===== src/rtl/core/srfp_pkg.sv =====
// srfp_pkg: types and constants for the servo reply frame parser
// no dependencies; imported by servo_reply_frame_parser
package srfp_pkg;

  // parser phase codes
  typedef enum logic [2:0] {
    PH_HUNT   = 3'd0,
    PH_ID     = 3'd1,
    PH_LEN    = 3'd2,
    PH_STATUS = 3'd3,
    PH_PARAM  = 3'd4,
    PH_CSUM   = 3'd5
  } phase_t;

  // configuration register indexes
  typedef enum logic [2:0] {
    REG_SERVO_ID_0  = 3'd0,
    REG_SERVO_ID_1  = 3'd1,
    REG_SERVO_ID_2  = 3'd2,
    REG_SERVO_ID_3  = 3'd3,
    REG_POS_ADDRESS = 3'd4
  } reg_index_t;

  localparam int unsigned ID_SLOTS = 4;

  localparam logic [7:0]  HEADER_BYTE   = 8'hFF;
  localparam logic [15:0] BAD_COUNT_MAX = 16'hFFFF;
  localparam logic [7:0]  MIN_LENGTH    = 8'd2;

  localparam logic [7:0] SERVO_ID_0_RESET  = 8'd1;
  localparam logic [7:0] SERVO_ID_1_RESET  = 8'd2;
  localparam logic [7:0] SERVO_ID_2_RESET  = 8'd3;
  localparam logic [7:0] SERVO_ID_3_RESET  = 8'd4;
  localparam logic [7:0] POS_ADDRESS_RESET = 8'd56;

endpackage


===== src/rtl/core/servo_reply_frame_parser.sv =====
// servo_reply_frame_parser: status frame parser for a half-duplex servo bus
// depends on srfp_pkg (phase codes, register indexes, constants)
// a request is taken into the input register and its result is then registered in the result register
// throughput: one request per cycle; the only stall comes from a held result
// a result is produced only for the checksum byte of a frame; other requests
// update parser state and give nothing
// reset (rst, synchronous): parser hunts for a header, counters and stored
// statuses and positions clear, ids and position address take defaults
module servo_reply_frame_parser
  import srfp_pkg::*;
#(
  parameter int unsigned NUM_SERVOS = 4
) (
  input  logic        clk,
  input  logic        rst,
  // input channel
  input  logic        in_valid,
  output logic        in_stall,
  input  logic        mode,
  input  logic [7:0]  rx_byte,
  input  logic        is_read_request,
  input  logic [7:0]  read_address,
  // result channel
  output logic        out_valid,
  input  logic        out_stall,
  output logic        checksum_ok,
  output logic        was_echo,
  output logic        servo_matched,
  output logic [1:0]  servo_index,
  output logic [7:0]  servo_status,
  output logic        position_updated,
  output logic [15:0] position,
  output logic [15:0] failed_checksums,
  // configuration write port
  input  logic        cfg_wr_en,
  input  logic [2:0]  cfg_index,
  input  logic [7:0]  cfg_data
);

  localparam int unsigned IDX_W = (NUM_SERVOS > 1) ? $clog2(NUM_SERVOS) : 1;

  // configuration registers
  logic [7:0] servo_id [ID_SLOTS];
  logic [7:0] pos_address;

  // input register stage
  logic       s1_valid;
  logic       s1_mode;
  logic [7:0] s1_byte;
  logic       s1_is_read;
  logic [7:0] s1_read_addr;

  // parser state
  phase_t     phase, phase_next;
  logic [7:0] hdr0, hdr0_next;
  logic [7:0] hdr1, hdr1_next;
  logic [7:0] frame_id, frame_id_next;
  logic [7:0] frame_length, frame_length_next;
  logic [7:0] sum_acc, sum_acc_next;
  logic [7:0] param_offset, param_offset_next;
  logic [7:0] frame_status, frame_status_next;
  logic       echo_pending, echo_pending_next;
  logic [7:0] cur_read_addr, cur_read_addr_next;
  logic [7:0] pos_low, pos_low_next;
  logic [7:0] pos_high, pos_high_next;
  logic [1:0] pos_captured, pos_captured_next;
  logic [15:0] bad_count, bad_count_next;

  // per-slot stored results
  logic [15:0] pos_store  [NUM_SERVOS];
  logic [7:0]  stat_store [NUM_SERVOS];

  // result of the current request
  logic             res_valid;
  logic             res_ok;
  logic             res_echo;
  logic             res_matched;
  logic [IDX_W-1:0] res_idx;
  logic             res_updated;
  logic [15:0]      res_position;
  logic             store_write;

  // stage advances when the result register is free or being emptied
  logic advance;
  logic in_accept;

  assign advance   = !out_valid || !out_stall;
  assign in_stall  = s1_valid && !advance;
  assign in_accept = in_valid && !in_stall;

  // configuration writes, unknown indexes ignored
  always_ff @(posedge clk) begin
    if (rst) begin
      servo_id[0] <= SERVO_ID_0_RESET;
      servo_id[1] <= SERVO_ID_1_RESET;
      servo_id[2] <= SERVO_ID_2_RESET;
      servo_id[3] <= SERVO_ID_3_RESET;
      pos_address <= POS_ADDRESS_RESET;
    end else if (cfg_wr_en) begin
      case (cfg_index)
        REG_SERVO_ID_0:  servo_id[0] <= cfg_data;
        REG_SERVO_ID_1:  servo_id[1] <= cfg_data;
        REG_SERVO_ID_2:  servo_id[2] <= cfg_data;
        REG_SERVO_ID_3:  servo_id[3] <= cfg_data;
        REG_POS_ADDRESS: pos_address <= cfg_data;
        default: ;
      endcase
    end
  end

  // input register
  always_ff @(posedge clk) begin
    if (rst) begin
      s1_valid <= 1'b0;
    end else if (in_accept) begin
      s1_valid <= 1'b1;
    end else if (advance) begin
      s1_valid <= 1'b0;
    end
  end

  always_ff @(posedge clk) begin
    if (in_accept) begin
      s1_mode      <= mode;
      s1_byte      <= rx_byte;
      s1_is_read   <= is_read_request;
      s1_read_addr <= read_address;
    end
  end

  // single-pass parser step for the request held in the input register
  always_comb begin
    logic [7:0]  pcount;
    logic [7:0]  offset_inc;
    logic [8:0]  param_addr;
    logic [7:0]  new_sum;
    logic        found;
    logic [IDX_W-1:0] idx;

    phase_next          = phase;
    hdr0_next           = hdr0;
    hdr1_next           = hdr1;
    frame_id_next       = frame_id;
    frame_length_next   = frame_length;
    sum_acc_next        = sum_acc;
    param_offset_next   = param_offset;
    frame_status_next   = frame_status;
    echo_pending_next   = echo_pending;
    cur_read_addr_next  = cur_read_addr;
    pos_low_next        = pos_low;
    pos_high_next       = pos_high;
    pos_captured_next   = pos_captured;
    bad_count_next      = bad_count;

    res_valid    = 1'b0;
    res_ok       = 1'b0;
    res_echo     = 1'b0;
    res_matched  = 1'b0;
    res_idx      = '0;
    res_updated  = 1'b0;
    res_position = '0;
    store_write  = 1'b0;

    // parameter bytes after the status byte; short lengths give none
    pcount     = (frame_length >= MIN_LENGTH) ? (frame_length - MIN_LENGTH) : 8'd0;
    offset_inc = param_offset + 8'd1;
    // addresses run past 255 without wrap, so above 256 they never match
    param_addr = {1'b0, cur_read_addr} + {1'b0, param_offset};
    new_sum    = sum_acc + s1_byte;

    // lowest matching slot wins
    found = 1'b0;
    idx   = '0;
    for (int i = NUM_SERVOS - 1; i >= 0; i--) begin
      if (servo_id[i] == frame_id) begin
        found = 1'b1;
        idx   = IDX_W'(i);
      end
    end

    if (s1_valid && s1_mode) begin
      // own transmit: next frame is our echo
      echo_pending_next = 1'b1;
      if (s1_is_read) begin
        cur_read_addr_next = s1_read_addr;
      end
    end else if (s1_valid) begin
      case (phase)
        PH_HUNT: begin
          hdr1_next = hdr0;
          hdr0_next = s1_byte;
          if (s1_byte == HEADER_BYTE && hdr0 == HEADER_BYTE) begin
            hdr0_next  = '0;
            hdr1_next  = '0;
            phase_next = PH_ID;
          end
        end
        PH_ID: begin
          frame_id_next = s1_byte;
          sum_acc_next  = s1_byte;
          phase_next    = PH_LEN;
        end
        PH_LEN: begin
          frame_length_next = s1_byte;
          sum_acc_next      = new_sum;
          phase_next        = PH_STATUS;
        end
        PH_STATUS: begin
          frame_status_next = s1_byte;
          sum_acc_next      = new_sum;
          param_offset_next = '0;
          pos_captured_next = 2'd0;
          pos_low_next      = '0;
          pos_high_next     = '0;
          phase_next        = (pcount != 8'd0) ? PH_PARAM : PH_CSUM;
        end
        PH_PARAM: begin
          if (pos_captured == 2'd0 && param_addr == {1'b0, pos_address}) begin
            pos_low_next      = s1_byte;
            pos_captured_next = 2'd1;
          end else if (pos_captured == 2'd1 &&
                       param_addr == ({1'b0, pos_address} + 9'd1)) begin
            pos_high_next     = s1_byte;
            pos_captured_next = 2'd2;
          end
          sum_acc_next      = new_sum;
          param_offset_next = offset_inc;
          if (offset_inc >= pcount) begin
            phase_next = PH_CSUM;
          end
        end
        PH_CSUM: begin
          res_valid = 1'b1;
          res_ok    = (~sum_acc == s1_byte);
          res_echo  = echo_pending;
          if (!res_ok) begin
            if (bad_count != BAD_COUNT_MAX) begin
              bad_count_next = bad_count + 16'd1;
            end
          end else if (!echo_pending && found) begin
            res_matched = 1'b1;
            res_idx     = idx;
            store_write = 1'b1;
            res_updated = (pos_captured == 2'd2);
          end
          res_position = res_updated ? {pos_high, pos_low} : pos_store[idx];
          echo_pending_next = 1'b0;
          phase_next        = PH_HUNT;
        end
        default: begin
          phase_next = PH_HUNT;
        end
      endcase
    end
  end

  // parser state registers, stepped when the stage advances
  always_ff @(posedge clk) begin
    if (rst) begin
      phase         <= PH_HUNT;
      hdr0          <= '0;
      hdr1          <= '0;
      frame_id      <= '0;
      frame_length  <= '0;
      sum_acc       <= '0;
      param_offset  <= '0;
      frame_status  <= '0;
      echo_pending  <= 1'b0;
      cur_read_addr <= '0;
      pos_low       <= '0;
      pos_high      <= '0;
      pos_captured  <= 2'd0;
      bad_count     <= '0;
    end else if (advance) begin
      phase         <= phase_next;
      hdr0          <= hdr0_next;
      hdr1          <= hdr1_next;
      frame_id      <= frame_id_next;
      frame_length  <= frame_length_next;
      sum_acc       <= sum_acc_next;
      param_offset  <= param_offset_next;
      frame_status  <= frame_status_next;
      echo_pending  <= echo_pending_next;
      cur_read_addr <= cur_read_addr_next;
      pos_low       <= pos_low_next;
      pos_high      <= pos_high_next;
      pos_captured  <= pos_captured_next;
      bad_count     <= bad_count_next;
    end
  end

  // per-slot status and position store
  always_ff @(posedge clk) begin
    if (rst) begin
      for (int i = 0; i < NUM_SERVOS; i++) begin
        pos_store[i]  <= '0;
        stat_store[i] <= '0;
      end
    end else if (advance && store_write) begin
      stat_store[res_idx] <= frame_status;
      if (res_updated) begin
        pos_store[res_idx] <= {pos_high, pos_low};
      end
    end
  end

  // result register
  always_ff @(posedge clk) begin
    if (rst) begin
      out_valid <= 1'b0;
    end else if (advance) begin
      out_valid <= res_valid;
    end
  end

  always_ff @(posedge clk) begin
    if (advance && res_valid) begin
      checksum_ok      <= res_ok;
      was_echo         <= res_echo;
      servo_matched    <= res_matched;
      servo_index      <= res_matched ? 2'(res_idx) : 2'd0;
      servo_status     <= res_matched ? frame_status : 8'd0;
      position_updated <= res_updated;
      position         <= res_matched ? res_position : 16'd0;
      failed_checksums <= bad_count_next;
    end
  end

  // a checksum byte that moves on always produces a result and rearms the hunt
  a_csum_result : assert property (@(posedge clk) disable iff (rst)
    (advance && s1_valid && !s1_mode && phase == PH_CSUM) |=>
      (out_valid && phase == PH_HUNT))
    else $error("checksum byte did not produce a result");

  // the bad checksum count never goes down outside reset
  a_count_monotonic : assert property (@(posedge clk) disable iff (rst)
    !$past(rst) |-> (bad_count >= $past(bad_count)))
    else $error("bad checksum count decreased");

  // a position update needs a good, matched, non-echo frame
  a_update_qualified : assert property (@(posedge clk) disable iff (rst)
    (out_valid && position_updated) |-> (checksum_ok && servo_matched && !was_echo))
    else $error("position update on an unqualified frame");

endmodule

===== config.mk =====
export PLATFORM = sky130hd
export DESIGN_NAME = servo_reply_frame_parser
export DESIGN_NICKNAME = d
export VERILOG_FILES = /design/src/rtl/core/srfp_pkg.sv /design/src/rtl/core/servo_reply_frame_parser.sv
export SDC_FILE = /design/constraint.sdc
export NUM_CORES = 1
export LEC_CHECK = 0
export BUFFER_PORTS_ARGS = -buffer_cell sky130_fd_sc_hd__buf_2
export CAP_MARGIN = 20
export CORE_MARGIN = 1
export CORE_UTILIZATION = 45
export CTS_BUF_LIST = sky130_fd_sc_hd__clkbuf_4 sky130_fd_sc_hd__clkbuf_8
export DETAILED_ROUTE_END_ITERATION = 10
export MAX_ROUTING_LAYER = met4
export PLACE_DENSITY_LB_ADDON = 0.3
export SYNTH_ARGS = -nofsm -noshare
export SYNTH_HDL_FRONTEND = slang
export SYNTH_SLANG_ARGS = --single-unit

===== constraint.sdc =====
create_clock -name clk -period 6 [get_ports clk]
set_clock_uncertainty 0.15 [all_clocks]
set_input_delay 1.2 -clock clk [delete_from_list [all_inputs] [get_ports clk]]
set_output_delay 1.2 -clock clk [all_outputs]
set_load 0.005 [all_outputs]

==> run_results.csv, run 1 <==
group,metric,value,unit
final_layout,diodes,0,
status,outcome,"complete, no violations",
power_and_ir_drop,comb_power_share,3.4,%
sta,min_period,4310,ps
critical_path,cp-end-kind,"flip-flop",
route,ant_nets,0,
global_route,grt_pass1_wl,45.2,mm
power_and_ir_drop,intPower,0.00295,W
route,vias,8674,
power_and_ir_drop,ir_drop,0.156,mV
route,first_pass_iters,5,
floorplan,die_w,169,µm
cts,clk_pin_slew,60,ps
critical_path,crit_slowest_cell,"a2111oi_4",
sta,fin_crit_sh,71.9,%
cts,ctsHoldBuffers,0,
synthesis,synthSimpleGateAreaFrac,19.5,%
sta,worstMarginPinSlew,1070,ps
cts,post_cts_buffers,0,
synthesis,synth_top_family_by_area,"simple AND/OR/NAND/NOR gates",
placed_design,place.gp.congestion,0.875,
cts,tritoncts,"done",
synthesis,synth_compound_area_share,7.05,%
synthesis,ys.flop_type,"edfxtp_1",
critical_path,arrival,4380,ps
critical_path,worst-setup-path-type,"flip-flop to flip-flop",
critical_path,cpPeakStageDelay,820,ps
placed_design,dp_hpwl,19.0,mm
global_route,grt.total_usage,20.7,%
floorplan,die_y,169,µm
synthesis,yosys_warnings,0,
synthesis,syn_nets,1204,
power_and_ir_drop,p_sw,0.000832,W
route,wl_per_cell,17.1,µm
synthesis,ys_seq_area_share,54.6,%
cts,cts_resized,0,
route,drc_errors,0,
synthesis,ys_seq_elements,264,
floorplan,die_area,28700,µm²
cts,cts_sinks,264,
floorplan,ios,82,
synthesis,syn_avg_cell_area,11.1,µm²
final_layout,drive_gt1_share,16.9,%
sta,report.final.slew_viol_count,0,
hold_path,hp-class,"flip-flop to flip-flop",
synthesis,syn_inst,1141,
power_and_ir_drop,sw_frac_of_total,22.0,%
global_route,overflow,0,
synthesis,synth.distinct_cells,70,
synthesis,async_reset_ff_share,0,%
floorplan,initial_core_util,46.3,%
power_and_ir_drop,leakage,5.55,nW
critical_path,crit_chain,"ha_1 > nand4_1 > or3_1 > nor2_1 > nand3b_1 > a2111oi_4 > and3_1 > or2_2",
cts,clock-root-buffer,"clkbuf_8",
cts,clock_path_buffers,3,
sta,rsz0062_at_grt,"false",
final_layout,final_util,52.4,%
sta,final.setup.tns,0,ps
cts,h-tree-depth,2,
synthesis,synth_edf_count,160,
sta,slew_headroom,27.7,%
final_layout,area_growth,13.2,%
floorplan,coreArea,27300,µm²
sta,setup_viol,0,
global_route,antenna_found_initial,0,
critical_path,cp-start-kind,"flip-flop",
placed_design,numPortBuffers,81,
final_layout,finalNetCount,1286,
critical_path,crit_required,6070,ps
power_and_ir_drop,clkPwrFrac,44.0,%
sta,fmax,232,MHz
route,viasPerCell,5.33,
cts,cts_made_buffers,45,
power_and_ir_drop,pwr_density_cell,265,nW/µm²
global_route,grt_pass1_vias,8572,
synthesis,netlist_area,12600,µm²
global_route,grt_max_degree,74,
cts,clk_latency,570,ps
critical_path,cp_max_fo,18,
synthesis,synth_xor_area_share,5.41,%
synthesis,synth_fa_ha_area_share,2.99,%
route,drt-initial-drc-count,517,
route,drt_wl_total,27.9,mm
run,cap_violations,0,
floorplan,placement_rows,60,
power_and_ir_drop,share_seq_of_total_power,52.6,%
sta,finalHoldViolations,0,
synthesis,muxShareOfSynthArea,7.89,%
-- path summary, 6_finish.rpt --
| check | start | to | slack (ps) | cells after the start |
|---|---|---|---|---|
| min reg2reg | frame_status[5] | frame_status[5] | 300 | 2 |
| max | s1_byte[5] | pos_store[1][15] | 1690 | 8 |
| min | frame_status[5] | frame_status[5] | 300 | 2 |
| max reg2reg | s1_byte[5] | pos_store[1][15] | 1690 | 8 |
-- area by class of cell --
type / count / area (µm²)
clock buffers: 67 / 835
clock inverters: 13 / 103
fillers: 2406 / 13000
inverters: 17 / 63.8
multi-input cells: 801 / 5430
flip-flops and latches: 264 / 6890
well taps: 372 / 465
repair buffers: 94 / 498
-- flip-flops by register name, indices dropped and copies added, names as in the netlist, 3 cells and up --
name              count
bad_count            16
cur_read_addr         8
failed_checksums     16
frame_id              8
frame_length          8
frame_status          8
hdr0                  8
param_offset          8
phase                 3
pos_address           8
pos_high              8
pos_low               8
pos_store            64
position             16
s1_byte               8
s1_read_addr          8
servo_id             32
servo_status          8
sum_acc               8
-- power by group through the flow --
stage               Sequential (W)  Clock [W]  Combinational [W]
floorplan                  0.00202          0          0.0000878
global placement           0.00203          0           0.000125
detailed placement         0.00203          0           0.000126
CTS                        0.00199    0.00171           0.000127
global route               0.00200    0.00179           0.000140
finish                     0.00199    0.00167           0.000127
-- cells in the mapped netlist, drive strengths merged, types with 3 or more instances --
master / instances / share of area (%)
edfxtp: 160 / 38
nor2: 126 / 3.7
and2: 106 / 5.3
dfxtp: 104 / 17
nand2: 94 / 2.8
mux2i: 59 / 4.7
a21oi: 54 / 2.2
xnor2: 49 / 3.4
clkbuf: 46 / 1.4
nand3: 32 / 1.3
xor2: 29 / 2.0
ha: 27 / 2.7
o21ai: 24 / 0.95
nor3: 22 / 0.87
nand4: 20 / 0.99
and3: 17 / 0.84
mux4: 16 / 2.9
inv: 15 / 0.45
nand2b: 14 / 0.69
buf: 13 / 0.64
nor3b: 11 / 0.69
a21o: 8 / 0.48
nor4: 8 / 0.45
o211ai: 8 / 0.48
a211oi: 6 / 0.40
nor2b: 6 / 0.30
a22oi: 5 / 0.30
nand3b: 5 / 0.30
or2: 5 / 0.25
mux2: 4 / 0.36
o31ai: 4 / 0.24
or4: 4 / 0.24
a311oi: 3 / 0.40
a31oi: 3 / 0.15
nor4b: 3 / 0.21
o41ai: 3 / 0.21
-- metal layers --
metal  vias up  wire, µm  GRT usage (%)
li1       4230         -              -
met1      4195     13000           27.7
met2       215     13000           32.5
met3        34      1510           3.43
met4         0       421           6.07
met5         -         0              -
-- metrics by stage --
step / worst slack [ps] / hold WS, ps / area, µm² / power, W / std cells
6_report: 1690 / 303 / 14300 / 0.00379 / 1628
5_1_grt: 1410 / 324 / 14300 / 0.00393 / 1628
4_1_cts: 1720 / 305 / 14300 / 0.00383 / 1624
3_5_place_dp: 1740 / 297 / 13300 / 0.00216 / 1544
3_3_place_gp: 1900 / 292 / 13300 / 0.00215 / 1544
2_1_floorplan: 1640 / 282 / 12600 / 0.00211 / 1141
-- layout by cell type (no fill, tap or decap), types with 8 or more instances in the layout --
cell	instances
xnor2_1	49
nand4_1	20
nor3b_1	10
mux2i_1	59
nor3_1	22
clkbuf_4	15
mux4_2	16
a21o_1	8
and3_1	17
inv_1	14
nand2_1	93
buf_4	10
ha_1	27
edfxtp_1	160
and2_1	106
dfxtp_1	104
nor2_1	126
xor2_1	29
o211ai_1	8
clkbuf_8	53
buf_2	83
a21oi_1	53
o21ai_0	23
nand3_1	32
nand2b_1	14
-- cell families after synthesis --
family / count (synthesis)
buffers and inverters: 76
adder cells (fa/ha/maj): 29
XOR/XNOR: 78
multiplexers: 79
AND/OR/NAND/NOR: 482
flip-flops: 264
AO/OA/AOI/OAI: 133
-- critical path: cells and delay by family, from the launching register on --
kind                     cells  cell delay, ps
AO/OA/AOI/OAI                1             820
adder cells (fa/ha/maj)      1             430
flip-flops                   1             540
AND/OR/NAND/NOR              6            2030
(Power assumes the default switching activity.)
==> inputs of run 2 (changes only) <==
Settings changed: ABC_AREA from default to 1.
Clock period 6 ns to 3.8 ns, I/O delays scaled along.
==> run 2 against run 1 <==
Against the previous run: via count increased by 19%; synthesized cell count increased by 35%; first-iteration DRC count increased by 44%; fmax increased by 22%; sequential power increased by 58%; global-route usage increased by 1.0 points; highest routed layer unchanged.
==> run_results.csv, run 2 <==
group,metric,value,unit
critical_path,rr_endpoint,"pos_store[1][2]",
synthesis,synth.distinct_cells,44,
critical_path,reg2reg_slack,250,ps
final_layout,top_register,"pos_store",
cts,cts_sinks,264,
power_and_ir_drop,pwr_density_cell,412,nW/µm²
sta,rsz0062_at_grt,"false",
cts,h-tree-depth,2,
critical_path,cp-end-kind,"flip-flop",
global_route,grt_pass1_vias,9777,
synthesis,synth_compound_area_share,8.98,%
route,ant_nets,0,
cts,clk_latency,580,ps
synthesis,syn_avg_cell_area,8.47,µm²
final_layout,drive_gt1_share,12.7,%
hold_path,min_path_cells,1,
synthesis,synth_top_family_by_area,"simple AND/OR/NAND/NOR gates",
route,drt-initial-drc-count,743,
synthesis,netlist_area,13100,µm²
critical_path,cp-start-kind,"flip-flop",
placed_design,place.gp.congestion,0.915,
run,cap_violations,0,
final_layout,fin_area,14800,µm²
cts,ctsHoldBuffers,0,
global_route,grt_max_degree,47,
route,wl_per_cell,14.9,µm
sta,min_period,3550,ps
synthesis,synth_fa_ha_area_share,2.89,%
floorplan,die_w,172,µm
floorplan,die_area,29700,µm²
sta,hold_slack,232,ps
final_layout,finalNetCount,1699,
synthesis,yosys.area.top_type,"edfxtp_1",
hold_path,hp-class,"primary input to flip-flop",
synthesis,yosys_warnings,0,
synthesis,ys_seq_area_share,52.7,%
critical_path,critPathLaunch,"s1_byte[4]",
sta,finalHoldViolations,0,
final_layout,area_growth,13.4,%
global_route,overflow,0,
sta,slew_headroom,40.9,%
placed_design,numPortBuffers,81,
critical_path,worst-setup-path-type,"flip-flop to flip-flop",
synthesis,muxShareOfSynthArea,0,%
sta,report.final.slew_viol_count,0,
synthesis,syn_inst,1543,
route,drc_errors,0,
critical_path,arrival,3600,ps
sta,worstMarginPinSlew,883,ps
cts,clock_path_buffers,3,
synthesis,synth_xor_area_share,3.08,%
floorplan,ios,82,
sta,setup_viol,0,
hold_path,min_to,"s1_read_addr[6]",
route,vias,10281,
critical_path,cp_max_fo,18,
final_layout,final_cell_mix,"nand2_1, inv_1, nor2_1",
cts,cts_made_buffers,45,
hold_path,worstHoldStart,"read_address[6]",
global_route,grt.total_usage,21.8,%
sta,final.setup.tns,0,ps
power_and_ir_drop,leakage,6.57,nW
power_and_ir_drop,ir_drop,0.260,mV
route,drt_wl_total,30.7,mm
final_layout,top_regs,"pos_store x64, servo_id x32",
sta,fin_crit_sh,93.3,%
synthesis,synth.most_common_cell,"nand2_1",
synthesis,ys_seq_elements,264,
synthesis,async_reset_ff_share,0,%
route,first_pass_iters,6,
synthesis,synthTopCellsByArea,"edfxtp_1, dfxtp_1, nand2_1",
placed_design,place_area,13800,µm²
floorplan,initial_core_util,45.7,%
floorplan,placement_rows,62,
status,outcome,"complete, no violations",
critical_path,crit_required,3860,ps
synthesis,yosysTopAreaCellShare,36.7,%
cts,clock-root-buffer,"clkbuf_8",
floorplan,coreArea,28600,µm²
critical_path,reg2reg_depth,9,
synthesis,synthTopCellsByCount,"nand2_1, inv_1, nor2_1",
final_layout,layout_commonest_cell,"nand2_1",
global_route,antenna_found_initial,1,
cts,tritoncts,"done",
final_layout,largest_register_ffs,64,
sta,fmax,282,MHz
route,viasPerCell,5.00,
floorplan,die_y,172,µm
synthesis,ys.flop_type,"edfxtp_1",
synthesis,synth_edf_count,160,
placed_design,dp_hpwl,21.6,mm
synthesis,syn_nets,1606,
critical_path,rr_startpoint,"s1_byte[4]",
synthesis,synthSimpleGateAreaFrac,23.4,%
global_route,grt_pass1_wl,49.1,mm
cts,cts_resized,0,
cts,clk_pin_slew,60,ps
cts,post_cts_buffers,0,
[run 2: per-stage QoR]
| stage | total power [W] | instances | util [%] | setup slack (ps) |
|---|---|---|---|---|
| after global routing | 0.00632 | 2058 | 51.8 | 8.11 |
| after detailed placement | 0.00344 | 1973 | 48.4 | 276 |
| after global placement | 0.00343 | 1973 | 48.4 | 378 |
| after floorplan | 0.00335 | 1543 | - | 5.76 |
| final | 0.00610 | 2058 | 51.8 | 255 |
| after CTS | 0.00616 | 2057 | 51.8 | 273 |
[run 2: per-layer routing]
metal | track usage [%] | part of all wire, %
met5 | - | 0
met4 | 7.93 | 2.7
met3 | 3.11 | 4.8
met2 | 35.3 | 48
met1 | 27.6 | 44
[run 2: how the worst max path moves through the flow]
stage,end,slack [ps],cells past startpoint
floorplan,pos_store[2][0],6,5
global placement,pos_store[1][8],380,9
detailed placement,pos_store[0][4],280,9
CTS,pos_store[0][8],270,9
global route,pos_store[1][5],8,10
finish,pos_store[1][2],250,9
[run 2: area by class of cell]
class | count | area (µm²)
Fill cell | 2714 | 13800
Multi-Input combinational cell | 982 | 5030
Clock buffer | 77 | 910
Inverter | 246 | 926
Antenna cell | 1 | 2.50
Clock inverter | 7 | 67.6
Sequential cell | 264 | 6890
Timing Repair Buffer | 97 | 526
Tap cell | 384 | 480
[run 2: cell families after synthesis]
logic type      Yosys count
simple gates            682
buf+inv                 297
flops                   264
compound gates          225
xor+xnor                 46
fa+ha+maj                29
[run 2: worst max-delay path: stages, from the launching register on]
cell and delay, ps:
edfxtp_1 450, ha_1 370, nand2_1 90, nor3_1 260
nand2_1 140, nor2_1 360, nand4_4 210, nor2_8 320
nand3_4 250, nand2_1 590
[run 2: where the power goes]
group	total (W)	switching, W	internal [W]
Sequential	0.00314	0.0000347	0.00310
Clock	0.00273	0.00115	0.00158
Combinational	0.000240	0.000161	0.0000787
==> inputs of run 3 (changes only) <==
Settings changed: CORE_ASPECT_RATIO from default to 1.25.
==> run 3 against run 2 <==
Against the previous run: count of clock-buffer cells in the layout decreased by 19; via count about the same; combinational power about the same; hold slack improved by 6.2 ps; register-to-register slack improved by 40 ps; setup slack improved by 38 ps; critical path type unchanged; critical endpoint is now pos_store[0][3]; largest power group unchanged; highest routed layer unchanged.
==> run_results.csv, run 3 (synthesis results as in run 2) <==
group,metric,value,unit
critical_path,cp-end-kind,"flip-flop",
cts,clock_path_buffers,3,
sta,finalHoldViolations,0,
cts,ctsHoldBuffers,0,
final_layout,finalNonFillerCells,2025,
power_and_ir_drop,finalPower,0.00596,W
sta,worst_slack,293,ps
power_and_ir_drop,comb_power_share,4.1,%
placed_design,place_area,13800,µm²
sta,final.setup.tns,0,ps
critical_path,reg2reg_depth,9,
cts,clk_latency,560,ps
floorplan,ios,82,
power_and_ir_drop,clkPwrFrac,43.3,%
power_and_ir_drop,p_sw,0.00134,W
placed_design,numPortBuffers,81,
critical_path,rr_startpoint,"s1_byte[4]",
cts,h-tree-depth,2,
power_and_ir_drop,sw_frac_of_total,22.5,%
route,drt-initial-drc-count,573,
global_route,overflow,0,
status,outcome,"complete, no violations",
power_and_ir_drop,pwr_density_cell,404,nW/µm²
final_layout,layout_commonest_cell,"nand2_1",
cts,cts_resized,0,
sta,slew_headroom,41.4,%
cts,tritoncts,"done",
route,viasPerCell,5.08,
floorplan,die_area,29700,µm²
floorplan,initial_core_util,45.9,%
placed_design,place.gp.congestion,0.866,
global_route,met2_usage,38.7,%
critical_path,cp-start-kind,"flip-flop",
cts,cts_sinks,264,
route,first_pass_iters,5,
critical_path,cpPeakStageDelay,550,ps
final_layout,drive_gt1_share,12.4,%
floorplan,die_w,154,µm
hold_path,hp-class,"primary input to flip-flop",
sta,setup_viol,0,
hold_path,worstHoldStart,"rx_byte[7]",
route,ant_nets,0,
placed_design,place_ws,281,ps
run,cap_violations,0,
sta,fin_crit_sh,92.3,%
final_layout,area_growth,12.7,%
critical_path,crit_chain,"ha_1 > nand2_1 > nor3_1 > nand2_1 > nor2_1 > nand4_4 > nor2_8 > nand3_4 > nand2_1",
global_route,grt_use_met3,3.03,%
floorplan,placement_rows,69,
route,drc_errors,0,
final_layout,final_cell_mix,"nand2_1, inv_1, nor2_1",
cts,cts_made_buffers,43,
hold_path,min_to,"s1_byte[7]",
hold_path,min_path_cells,1,
critical_path,reg2reg_slack,290,ps
power_and_ir_drop,intPower,0.00462,W
critical_path,cp_max_fo,18,
global_route,grt_max_degree,47,
power_and_ir_drop,ir_drop,0.339,mV
critical_path,worst-setup-path-type,"flip-flop to flip-flop",
final_layout,largest_register_ffs,64,
final_layout,top_register,"pos_store",
final_layout,finalNetCount,1698,
critical_path,crit_required,3840,ps
sta,fmax,285,MHz
sta,report.final.slew_viol_count,0,
floorplan,coreArea,28500,µm²
floorplan,die_y,193,µm
global_route,antenna_found_initial,0,
placed_design,place_inst,1945,
global_route,busiest_layer,"met2",
sta,min_period,3510,ps
critical_path,rr_endpoint,"pos_store[0][3]",
placed_design,dp_hpwl,21.9,mm
critical_path,arrival,3540,ps
global_route,grt_util_met1,23.9,%
cts,post_cts_buffers,0,
final_layout,top_regs,"pos_store x64, servo_id x32",
route,wl_per_cell,15.0,µm
global_route,grt_pass1_wl,49.0,mm
sta,rsz0062_at_grt,"false",
global_route,grt.total_usage,21.5,%
critical_path,crit_slowest_cell,"nand2_1",
sta,worstMarginPinSlew,875,ps
cts,clk_pin_slew,70,ps
final_layout,diodes,0,
power_and_ir_drop,leakage,6.54,nW
global_route,grt_pass1_vias,9838,
final_layout,fin_area,14700,µm²
power_and_ir_drop,share_seq_of_total_power,52.6,%
critical_path,path_common_cell,"nand2_1",
route,drt_wl_total,30.4,mm
route,vias,10289,
cts,clock-root-buffer,"clkbuf_8",
==> run 3: changes by cell type in the layout (fill, tap and decap cells not counted), sizes merged <==
cell | previous run | this run
diode | 1 | 0
inv | 247 | 246
bufinv | 1 | 2
clkbuf | 77 | 58
clkinvlp | 0 | 1
buf | 97 | 98
clkinv | 5 | 19
==> run 3: worst max-delay path, delay by kind of cell, from the launching register on <==
family	cells	cell delay, ps
adder cells (fa/ha/maj)	1	370
flip-flops	1	440
AND/OR/NAND/NOR	8	2180
==> run 3: stage by stage <==
stage | hold slack (ps) | util (%)
final | 238 | 51.7
after global routing | 210 | 51.7
after CTS | 210 | 51.7
after detailed placement | 318 | 48.5
after global placement | 318 | 48.5
after floorplan | 301 | -
==> run 3: power groups by stage <==
stage / logic [W] / registers [W] / clock network (W)
2_1_floorplan: 0.000164 / 0.00318 / 0
3_3_place_gp: 0.000239 / 0.00319 / 0
3_5_place_dp: 0.000243 / 0.00319 / 0
4_1_cts: 0.000245 / 0.00313 / 0.00263
5_1_grt: 0.000273 / 0.00314 / 0.00276
6_report: 0.000243 / 0.00313 / 0.00258
==> run 3: final cells by class <==
class | count | area, µm²
fill | 2671 | 13800
sequential | 264 | 6890
multi-input combinational | 982 | 5030
inverter | 246 | 926
clock buffer | 58 | 754
timing repair buffer | 98 | 533
tap | 355 | 444
clock inverter | 22 | 160
==> run 3: worst max-delay path by stage <==
| stage | startpoint | to | slack [ps] |
|---|---|---|---|
| detailed placement | s1_byte[3] | pos_store[0][3] | 280 |
| global placement | s1_byte[4] | pos_store[1][10] | 370 |
| finish | s1_byte[4] | pos_store[0][3] | 290 |
| global route | s1_byte[6] | pos_store[0][11] | 80 |
| floorplan | out_stall | pos_store[2][0] | 6 |
| CTS | s1_byte[3] | pos_store[0][3] | 280 |
==> run 3: per-layer routing <==
layer | part of all wire, % | wire [µm]
met1 | 41 | 12500
met2 | 52 | 15700
met3 | 3.9 | 1180
met4 | 3.4 | 1030
met5 | 0 | 0
